===== config.mk =====
export PLATFORM = sky130hd
export DESIGN_NAME = cpu_process_scheduler
export DESIGN_NICKNAME = d
export VERILOG_FILES = /design/src/rtl/cps_pkg.sv /design/src/rtl/cpu_process_scheduler.sv /design/src/rtl/cps_job_table.sv /design/src/rtl/cps_scan_unit.sv
export SDC_FILE = /design/constraint.sdc
export NUM_CORES = 1
export LEC_CHECK = 0
export BUFFER_PORTS_ARGS = -buffer_cell sky130_fd_sc_hd__clkbuf_2
export CAP_MARGIN = 40
export CORE_MARGIN = 2
export CORE_UTILIZATION = 60
export CTS_CLUSTER_SIZE = 10
export DETAILED_ROUTE_END_ITERATION = 12
export PLACE_DENSITY_LB_ADDON = 0.15
export REMOVE_ABC_BUFFERS = 1
export SETUP_SLACK_MARGIN = 0.4
export SKIP_LAST_GASP = 1
export SYNTH_ARGS = -nofsm -noshare
export SYNTH_HDL_FRONTEND = slang
export SYNTH_HIERARCHICAL = 1
export SYNTH_SLANG_ARGS = --single-unit

===== constraint.sdc =====
create_clock -name clk_i -period 7.53 [get_ports clk_i]
set_input_delay 1.1295 -clock clk_i [delete_from_list [all_inputs] [get_ports clk_i]]
set_output_delay 1.1295 -clock clk_i [all_outputs]
set_load 0.005 [all_outputs]

===== src/rtl/cps_pkg.sv =====
// shared types and constants for the cpu process scheduler
// no dependencies; imported by every module of the block
package cps_pkg;

  localparam int unsigned Slots      = 16;
  localparam int unsigned SlotW      = $clog2(Slots);
  localparam int unsigned TimeW      = 24;
  localparam int unsigned QuantW     = 16;
  localparam int unsigned PolicyW    = 2;
  localparam int unsigned CfgIdxW    = 1;
  localparam logic [QuantW-1:0] QuantReset = QuantW'(500);

  // scheduling policies
  typedef enum logic [PolicyW-1:0] {
    POL_FIFO = 2'd0,
    POL_RR   = 2'd1,
    POL_SJF  = 2'd2,
    POL_PSJF = 2'd3
  } policy_e;

  // host commands
  localparam logic CmdArrive = 1'b0;
  localparam logic CmdTick   = 1'b1;

  // configuration register indexes
  localparam logic [CfgIdxW-1:0] CfgPolicy  = 1'b0;
  localparam logic [CfgIdxW-1:0] CfgQuantum = 1'b1;

  // write request into the job table
  typedef struct packed {
    logic             we;
    logic [SlotW-1:0] addr;
    logic [TimeW-1:0] data;
    logic             set_pres;
    logic             clr_pres;
  } tbl_wr_t;

  // one scanned entry, lined up with the table read data
  typedef struct packed {
    logic             vld;
    logic             elig;
    logic [SlotW-1:0] slot;
  } scan_smp_t;

  // per-tick control of the compare unit
  typedef struct packed {
    logic             clear;
    logic             by_time;
    logic             cur_ok;
    logic [SlotW-1:0] cur_slot;
  } scan_ctl_t;

  // current pick of the compare unit
  typedef struct packed {
    logic             have;
    logic [SlotW-1:0] slot;
    logic [TimeW-1:0] rem;
  } scan_res_t;

endpackage


===== src/rtl/cpu_process_scheduler.sv =====
// Single-CPU job scheduler over 16 job slots with FIFO, round-robin, SJF and
// preemptive SJF policies. An arrive command goes from idle straight to the
// finishing state, which registers its result. A tick makes the sequencer walk
// all 16 slots through the single read port of the remaining-time memory and
// one shared comparator, then the finishing state updates the table and
// registers the result. The next command can be taken in the cycle after that.
// A new command is taken only while the sequencer is idle; a finished result
// may still wait in the output register then. A result that is not yet taken
// holds the sequencer in its last cycle.
// top level; depends on cps_pkg, cps_job_table and cps_scan_unit
module cpu_process_scheduler (
  input  logic                          clk_i,
  input  logic                          rst_ni,
  // configuration writes
  input  logic                          cfg_valid_i,
  output logic                          cfg_ready_o,
  input  logic [cps_pkg::CfgIdxW-1:0]   cfg_index_i,
  input  logic [cps_pkg::QuantW-1:0]    cfg_data_i,
  // commands
  input  logic                          in_valid_i,
  output logic                          in_ready_o,
  input  logic                          command_i,
  input  logic [cps_pkg::SlotW-1:0]     slot_i,
  input  logic [cps_pkg::TimeW-1:0]     run_length_i,
  // results
  output logic                          out_valid_o,
  input  logic                          out_ready_i,
  output logic                          running_valid_o,
  output logic [cps_pkg::SlotW-1:0]     running_slot_o,
  output logic                          switched_o,
  output logic                          finished_o,
  output logic [cps_pkg::TimeW-1:0]     remaining_after_o,
  output logic                          all_idle_o
);
  import cps_pkg::*;

  typedef enum logic [1:0] {
    ST_IDLE,
    ST_SCAN,
    ST_FINISH
  } state_e;

  state_e            state_q, state_d;
  logic              cmd_q, cmd_d;
  logic [SlotW-1:0]  slot_q, slot_d;
  logic [TimeW-1:0]  len_q, len_d;
  logic [SlotW:0]    cnt_q, cnt_d;
  logic              direct_q, direct_d;
  logic              reload_q, reload_d;
  logic              cur_ok_q, cur_ok_d;
  logic [SlotW-1:0]  base_q, base_d;
  logic [SlotW:0]    fifo_start_q, fifo_start_d;
  logic              by_time_q, by_time_d;
  scan_smp_t         smp_q, smp_d;

  policy_e           policy_q, policy_d;
  logic [QuantW-1:0] quantum_q, quantum_d;
  logic [QuantW-1:0] qleft_q, qleft_d;
  logic [SlotW-1:0]  last_slot_q, last_slot_d;
  logic              last_valid_q, last_valid_d;

  logic              out_valid_q, out_valid_d;
  logic              run_vld_q, run_vld_d;
  logic [SlotW-1:0]  run_slot_q, run_slot_d;
  logic              sw_q, sw_d;
  logic              fin_q, fin_d;
  logic [TimeW-1:0]  rem_after_q, rem_after_d;
  logic              idle_q, idle_d;

  logic              in_xfer, cfg_xfer, out_free, fire;
  logic              cur_ok;
  logic [SlotW-1:0]  rd_addr;
  logic [TimeW-1:0]  rd_data;
  logic [Slots-1:0]  present;
  logic [Slots-1:0]  clr_mask;
  logic [TimeW-1:0]  new_rem;
  logic [QuantW-1:0] qbase;
  tbl_wr_t           tbl_wr;
  scan_ctl_t         scan_ctl;
  scan_res_t         scan_res;

  assign cfg_ready_o = 1'b1;
  assign cfg_xfer    = cfg_valid_i && cfg_ready_o;
  assign in_ready_o  = (state_q == ST_IDLE);
  assign in_xfer     = in_valid_i && in_ready_o;
  assign out_free    = !out_valid_q || out_ready_i;
  assign fire        = (state_q == ST_FINISH) && out_free;

  // the running job still holds its slot
  assign cur_ok = last_valid_q && present[last_slot_q];

  // scan address walks from the rotation base
  assign rd_addr = base_q + cnt_q[SlotW-1:0];

  // table update on the finishing cycle
  assign new_rem  = (scan_res.rem != '0) ? scan_res.rem - TimeW'(1) : '0;
  assign clr_mask = (scan_res.have && (new_rem == '0)) ?
                    (Slots'(1) << scan_res.slot) : '0;
  assign qbase    = reload_q ? quantum_q : qleft_q;

  always_comb begin
    tbl_wr = '0;
    if (fire) begin
      if (cmd_q == CmdArrive) begin
        tbl_wr.we       = 1'b1;
        tbl_wr.addr     = slot_q;
        tbl_wr.data     = len_q;
        tbl_wr.set_pres = 1'b1;
      end else if (scan_res.have) begin
        tbl_wr.we       = 1'b1;
        tbl_wr.addr     = scan_res.slot;
        tbl_wr.data     = new_rem;
        tbl_wr.clr_pres = (new_rem == '0);
      end
    end
  end

  assign scan_ctl.clear    = in_xfer;
  assign scan_ctl.by_time  = by_time_q;
  assign scan_ctl.cur_ok   = cur_ok_q;
  assign scan_ctl.cur_slot = last_slot_q;

  cps_job_table u_table (
    .clk_i     (clk_i),
    .rst_ni    (rst_ni),
    .rd_addr_i (rd_addr),
    .rd_data_o (rd_data),
    .wr_i      (tbl_wr),
    .present_o (present)
  );

  cps_scan_unit u_scan (
    .clk_i  (clk_i),
    .rst_ni (rst_ni),
    .ctl_i  (scan_ctl),
    .smp_i  (smp_q),
    .rem_i  (rd_data),
    .res_o  (scan_res)
  );

  // sequencer, policy setup and result register
  always_comb begin
    state_d      = state_q;
    cmd_d        = cmd_q;
    slot_d       = slot_q;
    len_d        = len_q;
    cnt_d        = cnt_q;
    direct_d     = direct_q;
    reload_d     = reload_q;
    cur_ok_d     = cur_ok_q;
    base_d       = base_q;
    fifo_start_d = fifo_start_q;
    by_time_d    = by_time_q;
    smp_d        = '0;
    policy_d     = policy_q;
    quantum_d    = quantum_q;
    qleft_d      = qleft_q;
    last_slot_d  = last_slot_q;
    last_valid_d = last_valid_q;
    out_valid_d  = out_valid_q;
    run_vld_d    = run_vld_q;
    run_slot_d   = run_slot_q;
    sw_d         = sw_q;
    fin_d        = fin_q;
    rem_after_d  = rem_after_q;
    idle_d       = idle_q;

    // configuration writes
    if (cfg_xfer) begin
      case (cfg_index_i)
        CfgPolicy:  policy_d  = policy_e'(cfg_data_i[PolicyW-1:0]);
        CfgQuantum: quantum_d = cfg_data_i;
        default: ;
      endcase
    end

    if (out_valid_q && out_ready_i) begin
      out_valid_d = 1'b0;
    end

    case (state_q)
      ST_IDLE: begin
        if (in_xfer) begin
          cmd_d        = command_i;
          slot_d       = slot_i;
          len_d        = run_length_i;
          cnt_d        = '0;
          cur_ok_d     = cur_ok;
          by_time_d    = policy_q[1];
          fifo_start_d = last_valid_q ? {1'b0, last_slot_q} + (SlotW+1)'(1) : '0;
          base_d       = '0;
          reload_d     = 1'b0;
          case (policy_q)
            POL_FIFO: direct_d = cur_ok;
            POL_RR: begin
              direct_d = cur_ok && (qleft_q != '0);
              reload_d = !(cur_ok && (qleft_q != '0));
              base_d   = cur_ok ? last_slot_q + SlotW'(1) : '0;
            end
            POL_SJF:  direct_d = cur_ok;
            POL_PSJF: direct_d = 1'b0;
            default:  direct_d = 1'b0;
          endcase
          state_d = (command_i == CmdArrive) ? ST_FINISH : ST_SCAN;
        end
      end

      ST_SCAN: begin
        if (!cnt_q[SlotW]) begin
          smp_d.vld  = 1'b1;
          smp_d.slot = rd_addr;
          if (direct_q) begin
            smp_d.elig = present[rd_addr] && (rd_addr == last_slot_q);
          end else if (policy_q == POL_FIFO) begin
            smp_d.elig = present[rd_addr] && ({1'b0, rd_addr} >= fifo_start_q);
          end else begin
            smp_d.elig = present[rd_addr];
          end
          cnt_d = cnt_q + (SlotW+1)'(1);
        end else begin
          state_d = ST_FINISH;
        end
      end

      ST_FINISH: begin
        if (out_free) begin
          out_valid_d = 1'b1;
          run_vld_d   = 1'b0;
          run_slot_d  = '0;
          sw_d        = 1'b0;
          fin_d       = 1'b0;
          rem_after_d = '0;
          if (cmd_q == CmdArrive) begin
            idle_d = 1'b0;
          end else begin
            qleft_d = qbase;
            if (scan_res.have) begin
              run_vld_d    = 1'b1;
              run_slot_d   = scan_res.slot;
              sw_d         = !last_valid_q || (last_slot_q != scan_res.slot);
              fin_d        = (new_rem == '0);
              rem_after_d  = new_rem;
              last_slot_d  = scan_res.slot;
              last_valid_d = 1'b1;
              if (qbase != '0) begin
                qleft_d = qbase - QuantW'(1);
              end
            end else begin
              last_valid_d = 1'b0;
            end
            idle_d = ((present & ~clr_mask) == '0);
          end
          state_d = ST_IDLE;
        end
      end

      default: state_d = ST_IDLE;
    endcase
  end

  always_ff @(posedge clk_i or negedge rst_ni) begin
    if (!rst_ni) begin
      state_q      <= ST_IDLE;
      cmd_q        <= CmdArrive;
      slot_q       <= '0;
      len_q        <= '0;
      cnt_q        <= '0;
      direct_q     <= 1'b0;
      reload_q     <= 1'b0;
      cur_ok_q     <= 1'b0;
      base_q       <= '0;
      fifo_start_q <= '0;
      by_time_q    <= 1'b0;
      smp_q        <= '0;
      policy_q     <= POL_FIFO;
      quantum_q    <= QuantReset;
      qleft_q      <= QuantReset;
      last_slot_q  <= '0;
      last_valid_q <= 1'b0;
      out_valid_q  <= 1'b0;
      run_vld_q    <= 1'b0;
      run_slot_q   <= '0;
      sw_q         <= 1'b0;
      fin_q        <= 1'b0;
      rem_after_q  <= '0;
      idle_q       <= 1'b1;
    end else begin
      state_q      <= state_d;
      cmd_q        <= cmd_d;
      slot_q       <= slot_d;
      len_q        <= len_d;
      cnt_q        <= cnt_d;
      direct_q     <= direct_d;
      reload_q     <= reload_d;
      cur_ok_q     <= cur_ok_d;
      base_q       <= base_d;
      fifo_start_q <= fifo_start_d;
      by_time_q    <= by_time_d;
      smp_q        <= smp_d;
      policy_q     <= policy_d;
      quantum_q    <= quantum_d;
      qleft_q      <= qleft_d;
      last_slot_q  <= last_slot_d;
      last_valid_q <= last_valid_d;
      out_valid_q  <= out_valid_d;
      run_vld_q    <= run_vld_d;
      run_slot_q   <= run_slot_d;
      sw_q         <= sw_d;
      fin_q        <= fin_d;
      rem_after_q  <= rem_after_d;
      idle_q       <= idle_d;
    end
  end

  assign out_valid_o       = out_valid_q;
  assign running_valid_o   = run_vld_q;
  assign running_slot_o    = run_slot_q;
  assign switched_o        = sw_q;
  assign finished_o        = fin_q;
  assign remaining_after_o = rem_after_q;
  assign all_idle_o        = idle_q;

endmodule


===== src/rtl/cps_job_table.sv =====
// job table: remaining-time memory with one registered read port and
// presence flags per slot; depends on cps_pkg
module cps_job_table (
  input  logic                          clk_i,
  input  logic                          rst_ni,
  input  logic [cps_pkg::SlotW-1:0]     rd_addr_i,
  output logic [cps_pkg::TimeW-1:0]     rd_data_o,
  input  cps_pkg::tbl_wr_t              wr_i,
  output logic [cps_pkg::Slots-1:0]     present_o
);
  import cps_pkg::*;

  logic [TimeW-1:0] mem [Slots];
  logic [TimeW-1:0] rd_data_q;
  logic [Slots-1:0] present_q, present_d;

  // remaining-time memory
  always_ff @(posedge clk_i) begin
    if (wr_i.we) begin
      mem[wr_i.addr] <= wr_i.data;
    end
    rd_data_q <= mem[rd_addr_i];
  end

  // presence flags
  always_comb begin
    present_d = present_q;
    if (wr_i.set_pres) begin
      present_d[wr_i.addr] = 1'b1;
    end
    if (wr_i.clr_pres) begin
      present_d[wr_i.addr] = 1'b0;
    end
  end

  always_ff @(posedge clk_i or negedge rst_ni) begin
    if (!rst_ni) begin
      present_q <= '0;
    end else begin
      present_q <= present_d;
    end
  end

  assign rd_data_o = rd_data_q;
  assign present_o = present_q;

endmodule


===== src/rtl/cps_scan_unit.sv =====
// shared compare unit: keeps the best candidate seen while the slots are
// scanned one per cycle; depends on cps_pkg
module cps_scan_unit (
  input  logic                      clk_i,
  input  logic                      rst_ni,
  input  cps_pkg::scan_ctl_t        ctl_i,
  input  cps_pkg::scan_smp_t        smp_i,
  input  logic [cps_pkg::TimeW-1:0] rem_i,
  output cps_pkg::scan_res_t        res_o
);
  import cps_pkg::*;

  scan_res_t res_q, res_d;
  logic      lt, eq, tie_cur, take;

  // one comparator against the current best
  assign lt      = rem_i < res_q.rem;
  assign eq      = rem_i == res_q.rem;
  assign tie_cur = eq && ctl_i.cur_ok && (smp_i.slot == ctl_i.cur_slot);
  assign take    = smp_i.vld && smp_i.elig &&
                   (!res_q.have || (ctl_i.by_time && (lt || tie_cur)));

  always_comb begin
    res_d = res_q;
    if (ctl_i.clear) begin
      res_d.have = 1'b0;
    end else if (take) begin
      res_d.have = 1'b1;
      res_d.slot = smp_i.slot;
      res_d.rem  = rem_i;
    end
  end

  always_ff @(posedge clk_i or negedge rst_ni) begin
    if (!rst_ni) begin
      res_q.have <= 1'b0;
      res_q.slot <= '0;
      res_q.rem  <= '0;
    end else begin
      res_q <= res_d;
    end
  end

  assign res_o = res_q;

endmodule


==> flow_summary_export.csv, run 1 <==
group,metric,value,unit
timing,fin_crit,4.29,ns
clocking,hold_buffers,0,
synthesis,synth.mux.area_fraction,11.1,%
die,rows,75,
routing,drtIter0Drc,1733,
clocking,clk_path_buf_depth,3,
power,power_leakage,11.1,nW
timing,fmax,0.233,GHz
global_routing,grt_pass1_wl,99000,µm
synthesis,synth.avg_cell_area,14.3,µm²
synthesis,synth_edf_count,384,
clocking,ctsResizeCount,0,
routing,via_per_inst,6.61,
die,initial_core_util,60.7,%
power,power_density,380,mW/mm²
routing,met1Wirelength,26400,µm
timing,hold_viol_final,0,
synthesis,netlist.area_leader.share,45.3,%
timing,relSlewSlack,30.6,%
global_routing,grt_max_degree,66,
timing,tns,0,ns
synthesis,syn_area,0.0255,mm²
clocking,root_buffer,"clkbuf_16",
clocking,post_cts_buffers,0,
global_routing,grt_overflow,0,
outcome,outcome,"finished clean",
final_layout,n_antenna_cell,0,
die,die_w,210,µm
routing,drc,0,
synthesis,synth_top_family_by_area,"multiplexers",
global_routing,grt_pass1_vias,16300,
synthesis,ys_seq_elements,580,
synthesis,synth_cell_types,83,
critical_path,worstPathMaxFanout,12,
global_routing,antenna_found_initial,1,
synthesis,synth-simple-area-share,9.55,%
place,gp_congestion,0.930,
timing,drv_slew,0,
synthesis,netlist_top_cells_area,"edfxtp_1 (45%), dfrtp_1 (16%), mux4_2 (9.3%)",
die,io_pins,86,
routing,via_count,16200,
synthesis,ys.flop_type,"edfxtp_1",
timing,clock-skew-final,0.0200,ns
routing,firstDrtPassIters,7,
critical_path,arrival,4.74,ns
final_layout,final_nets,1956,
min_path,worstHoldPathType,"in -> async",
final_layout,final_layout_size_suffix_gt1_share,21.8,%
routing,wl_per_cell,26.5,µm
clocking,worstSkewPairLatency,0.60,ns
synthesis,synth_compound_area_share,9.27,%
synthesis,synthAdderAreaFrac,1.90,%
synthesis,synthXorXnorAreaFrac,1.27,%
synthesis,ys_seq_area_share,64.1,%
critical_path,end_kind,"register",
clocking,h-tree-depth,3,
critical_path,cp-start-kind,"register",
global_routing,gr-usage-all-layers,30.3,%
synthesis,synth_top_area_cell,"edfxtp_1",
final_layout,area_growth,13.5,%
synthesis,synth_warnings,6,
die,fp.dieH,210,µm
timing,setup_viol,0,
power,ir_drop,0.293,mV
routing,postRouteAntennaNets,0,
timing,rsz0062_at_grt,"no",
routing,wl_met2,31200,µm
timing,worst-slew-pin-transition,1.04,ns
place,port_buffers,84,
run,maxCapViolCount,0,
clocking,path_clk_slew,0.06,ns
timing,final.period_utilization,57.0,%
routing,drt-total-wl,65100,µm
place,dp_hpwl,40400,µm
routing,routed-wl-met3,5280,µm
clocking,cts_tree,"yes",
critical_path,cp_data_required_time,7.98,ns
final_layout,finish.utilization,68.9,%
critical_path,path_class,"reg -> reg",
clocking,cts.sinks,580,
clocking,cts_inserted_buffers,68,
die,die_area,0.0441,mm²
synthesis,synthArstFlopShare,29.7,%
synthesis,syn_inst,1775,
die,coreArea,0.0419,mm²
routing,top_layer,"met5",
per-layer routing:
layer	track usage, %	up-vias
li1	-	7023
met4	10.7	2
met3	6.27	155
met2	48.0	805
met1	42.3	8257
met5	0	-
Yosys cell counts (all sizes together) (19+ instances only):
cell	instances
nand4	39
dfrtp	159
o21ai	71
mux2	26
a21oi	50
clkbuf	70
dfxtp	24
xor2	19
nand2	168
o211ai	29
nand3	49
inv	45
ha	37
mux4	105
nor3	29
a22oi	50
buf	40
edfxtp	384
nand2b	23
a31oi	22
nor2	81
a21o	51
final cells by class:
| type | count | area, µm² |
|---|---|---|
| flip-flops and latches | 580 | 16300 |
| clock inverters | 7 | 119 |
| fillers | 2819 | 13100 |
| well taps | 539 | 674 |
| multi-input cells | 1038 | 8610 |
| clock buffers | 115 | 1900 |
| repair buffers | 132 | 1090 |
| inverters | 47 | 176 |
metrics by stage:
stage	hold WS [ns]	power [W]	instances	instance area, µm²	setup WS (ns)
floorplan	0.446	0.00688	1665	24900	1.37
global placement	0.457	0.00789	2318	26500	2.20
detailed placement	0.463	0.00797	2336	26900	2.70
CTS	0.451	0.0110	2458	28900	3.30
global route	0.466	0.0115	2458	28900	2.96
finish	0.456	0.0110	2458	28900	3.24
worst max-delay path: stages (launching register included):
cell and delay (ns):
dfrtp_1 0.53, inv_1 0.15, ha_1 0.47, nor4b_1 0.29, nand4_1 0.23, xor2_1 0.34, and4b_1 0.23, o2111ai_1 0.50
and2_1 0.44, nor3_1 0.35, buf_4 0.27, and3_1 0.26, a21oi_1 0.10
where the power goes:
group	internal [W]	total (W)	switching, W
clock	0.00173	0.00301	0.00128
combinational	0.00161	0.00369	0.00209
sequential	0.00380	0.00428	0.000484
sequential cells by signal (all words and copies together) (netlist names), 2 cells and up:
register           cells
u_table/rd_data_o     24
u_table/present_o     16
u_scan/res_o          29
slot_q                 4
running_slot_o         4
base_q                 4
u_table/mem          384
state_q                2
policy_q               2
qleft_q               16
len_q                 24
cnt_q                  5
smp_q                  6
fifo_start_q           5
remaining_after_o     24
quantum_q             16
last_slot_q            4
logic make-up after synthesis:
| group | after synthesis |
|---|---|
| buf+inv | 157 |
| compound gates | 332 |
| fa+ha+maj | 38 |
| xor+xnor | 37 |
| other cells | 1 |
| flops | 580 |
| simple gates | 483 |
| mux | 147 |
layout by cell type, fill, tap and decap left out, types with 49 or more instances in the layout:
| master | n |
|---|---|
| a22oi_1 | 49 |
| dfrtp_1 | 159 |
| o21ai_0 | 67 |
| nor2_1 | 67 |
| a21o_1 | 51 |
| clkbuf_16 | 68 |
| mux4_2 | 105 |
| edfxtp_1 | 384 |
| a21oi_1 | 50 |
| nand2_1 | 168 |
| clkbuf_2 | 83 |
path summary, 6_finish.rpt:
path	end	slack (ns)	cells past startpoint	startpoint
worst max register to register	u_table/present_o[3]	3.24	12	u_scan/res_o[0]
worst max-delay path	u_table/present_o[3]	3.24	12	u_scan/res_o[0]
min in group clk_i	len_q[3]	0.47	2	len_q[3]
max in group asynchronous	smp_q[2]	6.20	3	rst_ni
worst min register to register	len_q[3]	0.47	2	len_q[3]
worst min-delay path	quantum_q[14]	0.46	1	rst_ni
No activity file was read; power rests on OpenSTA's default activity.
==> inputs of run 2 (changes only) <==
==> constraint.sdc (replaced) <==
create_clock -name clk_i -period 4.4 [get_ports clk_i]
set_input_delay 0.66 -clock clk_i [delete_from_list [all_inputs] [get_ports clk_i]]
set_output_delay 0.66 -clock clk_i [all_outputs]
set_load 0.005 [all_outputs]
==> run 2 against run 1 <==
Clock power rose by 73%. Worst hold slack got worse by 0.45 ns. Sequential cell count did not move. Register-to-register slack got worse by 2.6 ns. Critical endpoint is now all_idle_o. Largest power group unchanged.
==> flow_summary_export.csv, run 2 (synthesized netlist as in run 1, its figures left out) <==
group,metric,value,unit
outcome,outcome,"finished clean",
min_path,worstHoldPathType,"in -> async",
global_routing,grt_pass1_vias,16100,
global_routing,grt_overflow,0,
run,maxCapViolCount,0,
critical_path,slowest_stage,"o41ai_1",
place,dp_hpwl,40300,µm
final_layout,area_growth,13.7,%
global_routing,grt_max_degree,66,
clocking,worstSkewPairLatency,0.61,ns
final_layout,n_antenna_cell,0,
routing,firstDrtPassIters,6,
power,finalPower,0.0186,W
die,rows,75,
die,die_area,0.0441,mm²
clocking,cts_inserted_buffers,69,
critical_path,critPathTopFamily,"compound AO/OA/AOI/OAI gates",
routing,via_count,16300,
clocking,hold_buffers,0,
final_layout,regMostFlops,"u_table/mem",
timing,drv_slew,0,
clocking,path_clk_slew,0.06,ns
routing,drt-total-wl,66400,µm
global_routing,antenna_found_initial,0,
critical_path,cp_num_buf_inv,1,
timing,setup_viol,0,
routing,via_per_inst,6.58,
critical_path,path_class,"reg -> reg",
critical_path,r2r_slack,0.63,ns
power,power_leakage,11.1,nW
die,coreArea,0.0419,mm²
timing,final.period_utilization,85.7,%
clocking,root_buffer,"clkbuf_16",
final_layout,final_layout_size_suffix_gt1_share,22.5,%
critical_path,cp-start-kind,"register",
critical_path,cp_data_required_time,4.94,ns
final_layout,mostFrequentLayoutCell,"edfxtp_1",
critical_path,crit_chain,"nor4_4 > buf_4 > nand2_1 > o41ai_1 > and4b_1 > o2111ai_2 > and2_1 > o41a_1 > nor4_1 > a32o_1",
final_layout,largest_reg_flops,384,
power,power_density,644,mW/mm²
timing,relSlewSlack,38.4,%
timing,clock-skew-final,0.0231,ns
timing,fmax,0.265,GHz
global_routing,gr-usage-all-layers,31.0,%
die,io_pins,86,
global_routing,grt_pass1_wl,101000,µm
routing,wl_per_cell,26.8,µm
clocking,h-tree-depth,3,
power,ir_drop,0.467,mV
timing,hold_viol_final,0,
timing,fin_crit,3.77,ns
critical_path,arrival,4.30,ns
routing,drc,0,
die,initial_core_util,60.7,%
timing,rsz0062_at_grt,"no",
clocking,cts_tree,"yes",
die,fp.dieH,210,µm
routing,drtIter0Drc,2051,
clocking,clk_path_buf_depth,3,
clocking,cts.sinks,580,
place,gp_congestion,0.920,
critical_path,max_stage_delay,0.56,ns
timing,worst-slew-pin-transition,0.916,ns
place,dpl_cell_area,0.0269,mm²
die,die_w,210,µm
place,port_buffers,84,
timing,holdWs,0.00325,ns
critical_path,worstPathMaxFanout,13,
final_layout,final_nets,1967,
routing,postRouteAntennaNets,0,
final_layout,finalInstanceArea,0.0290,mm²
critical_path,end_kind,"register",
final_layout,mostFrequentLayoutCells,"edfxtp_1 (384), nand2_1 (168), dfrtp_1 (159)",
timing,tns,0,ns
[run 2: path summary, 6_finish.rpt]
check,to,from,cells past startpoint
setup / recovery,all_idle_o,u_scan/res_o[4],10
hold / removal,quantum_q[13],rst_ni,1
setup reg to reg,all_idle_o,u_scan/res_o[4],10
hold reg to reg,len_q[12],len_q[12],2
max in group asynchronous,base_q[0],rst_ni,2
min in group clk_i,len_q[1],run_length_i[1],3
[run 2: per-stage QoR]
stage	cells	util (%)	setup WS (ns)
CTS	2472	69.0	0.662
finish	2472	69.0	0.631
detailed placement	2346	64.0	0.705
global route	2472	69.0	0.418
floorplan	1665	-	-1.34
global placement	2339	63.7	0.754
[run 2: layer usage]
| layer | GRT usage (%) | vias up | share of wire [%] |
|---|---|---|---|
| li1 | - | 7033 | - |
| met1 | 44.5 | 8295 | 40 |
| met2 | 49.0 | 789 | 48 |
| met3 | 4.38 | 147 | 8.2 |
| met4 | 12.1 | 0 | 3.8 |
| met5 | 0 | - | 0 |
[run 2: power by group]
group          switching, W  internal [W]  leakage [nW]
clock               0.00221       0.00301         0.995
sequential         0.000796       0.00650          5.98
combinational       0.00334       0.00277          4.18
total               0.00634        0.0123          11.1
[run 2: layout make-up]
cell class / instances / area, µm²
clock buffer: 114 / 1920
clock inverter: 12 / 175
fill: 2807 / 13000
inverter: 47 / 176
multi-input combinational: 1038 / 8610
sequential: 580 / 16300
tap: 539 / 674
timing repair buffer: 142 / 1070
[run 2: repair_timing]
action / CTS / global route
setup endpoints to repair: 0 / 6
setup buffers: 0 / 0
hold endpoints to repair: 0 / 0
gates resized for setup: 0 / 1
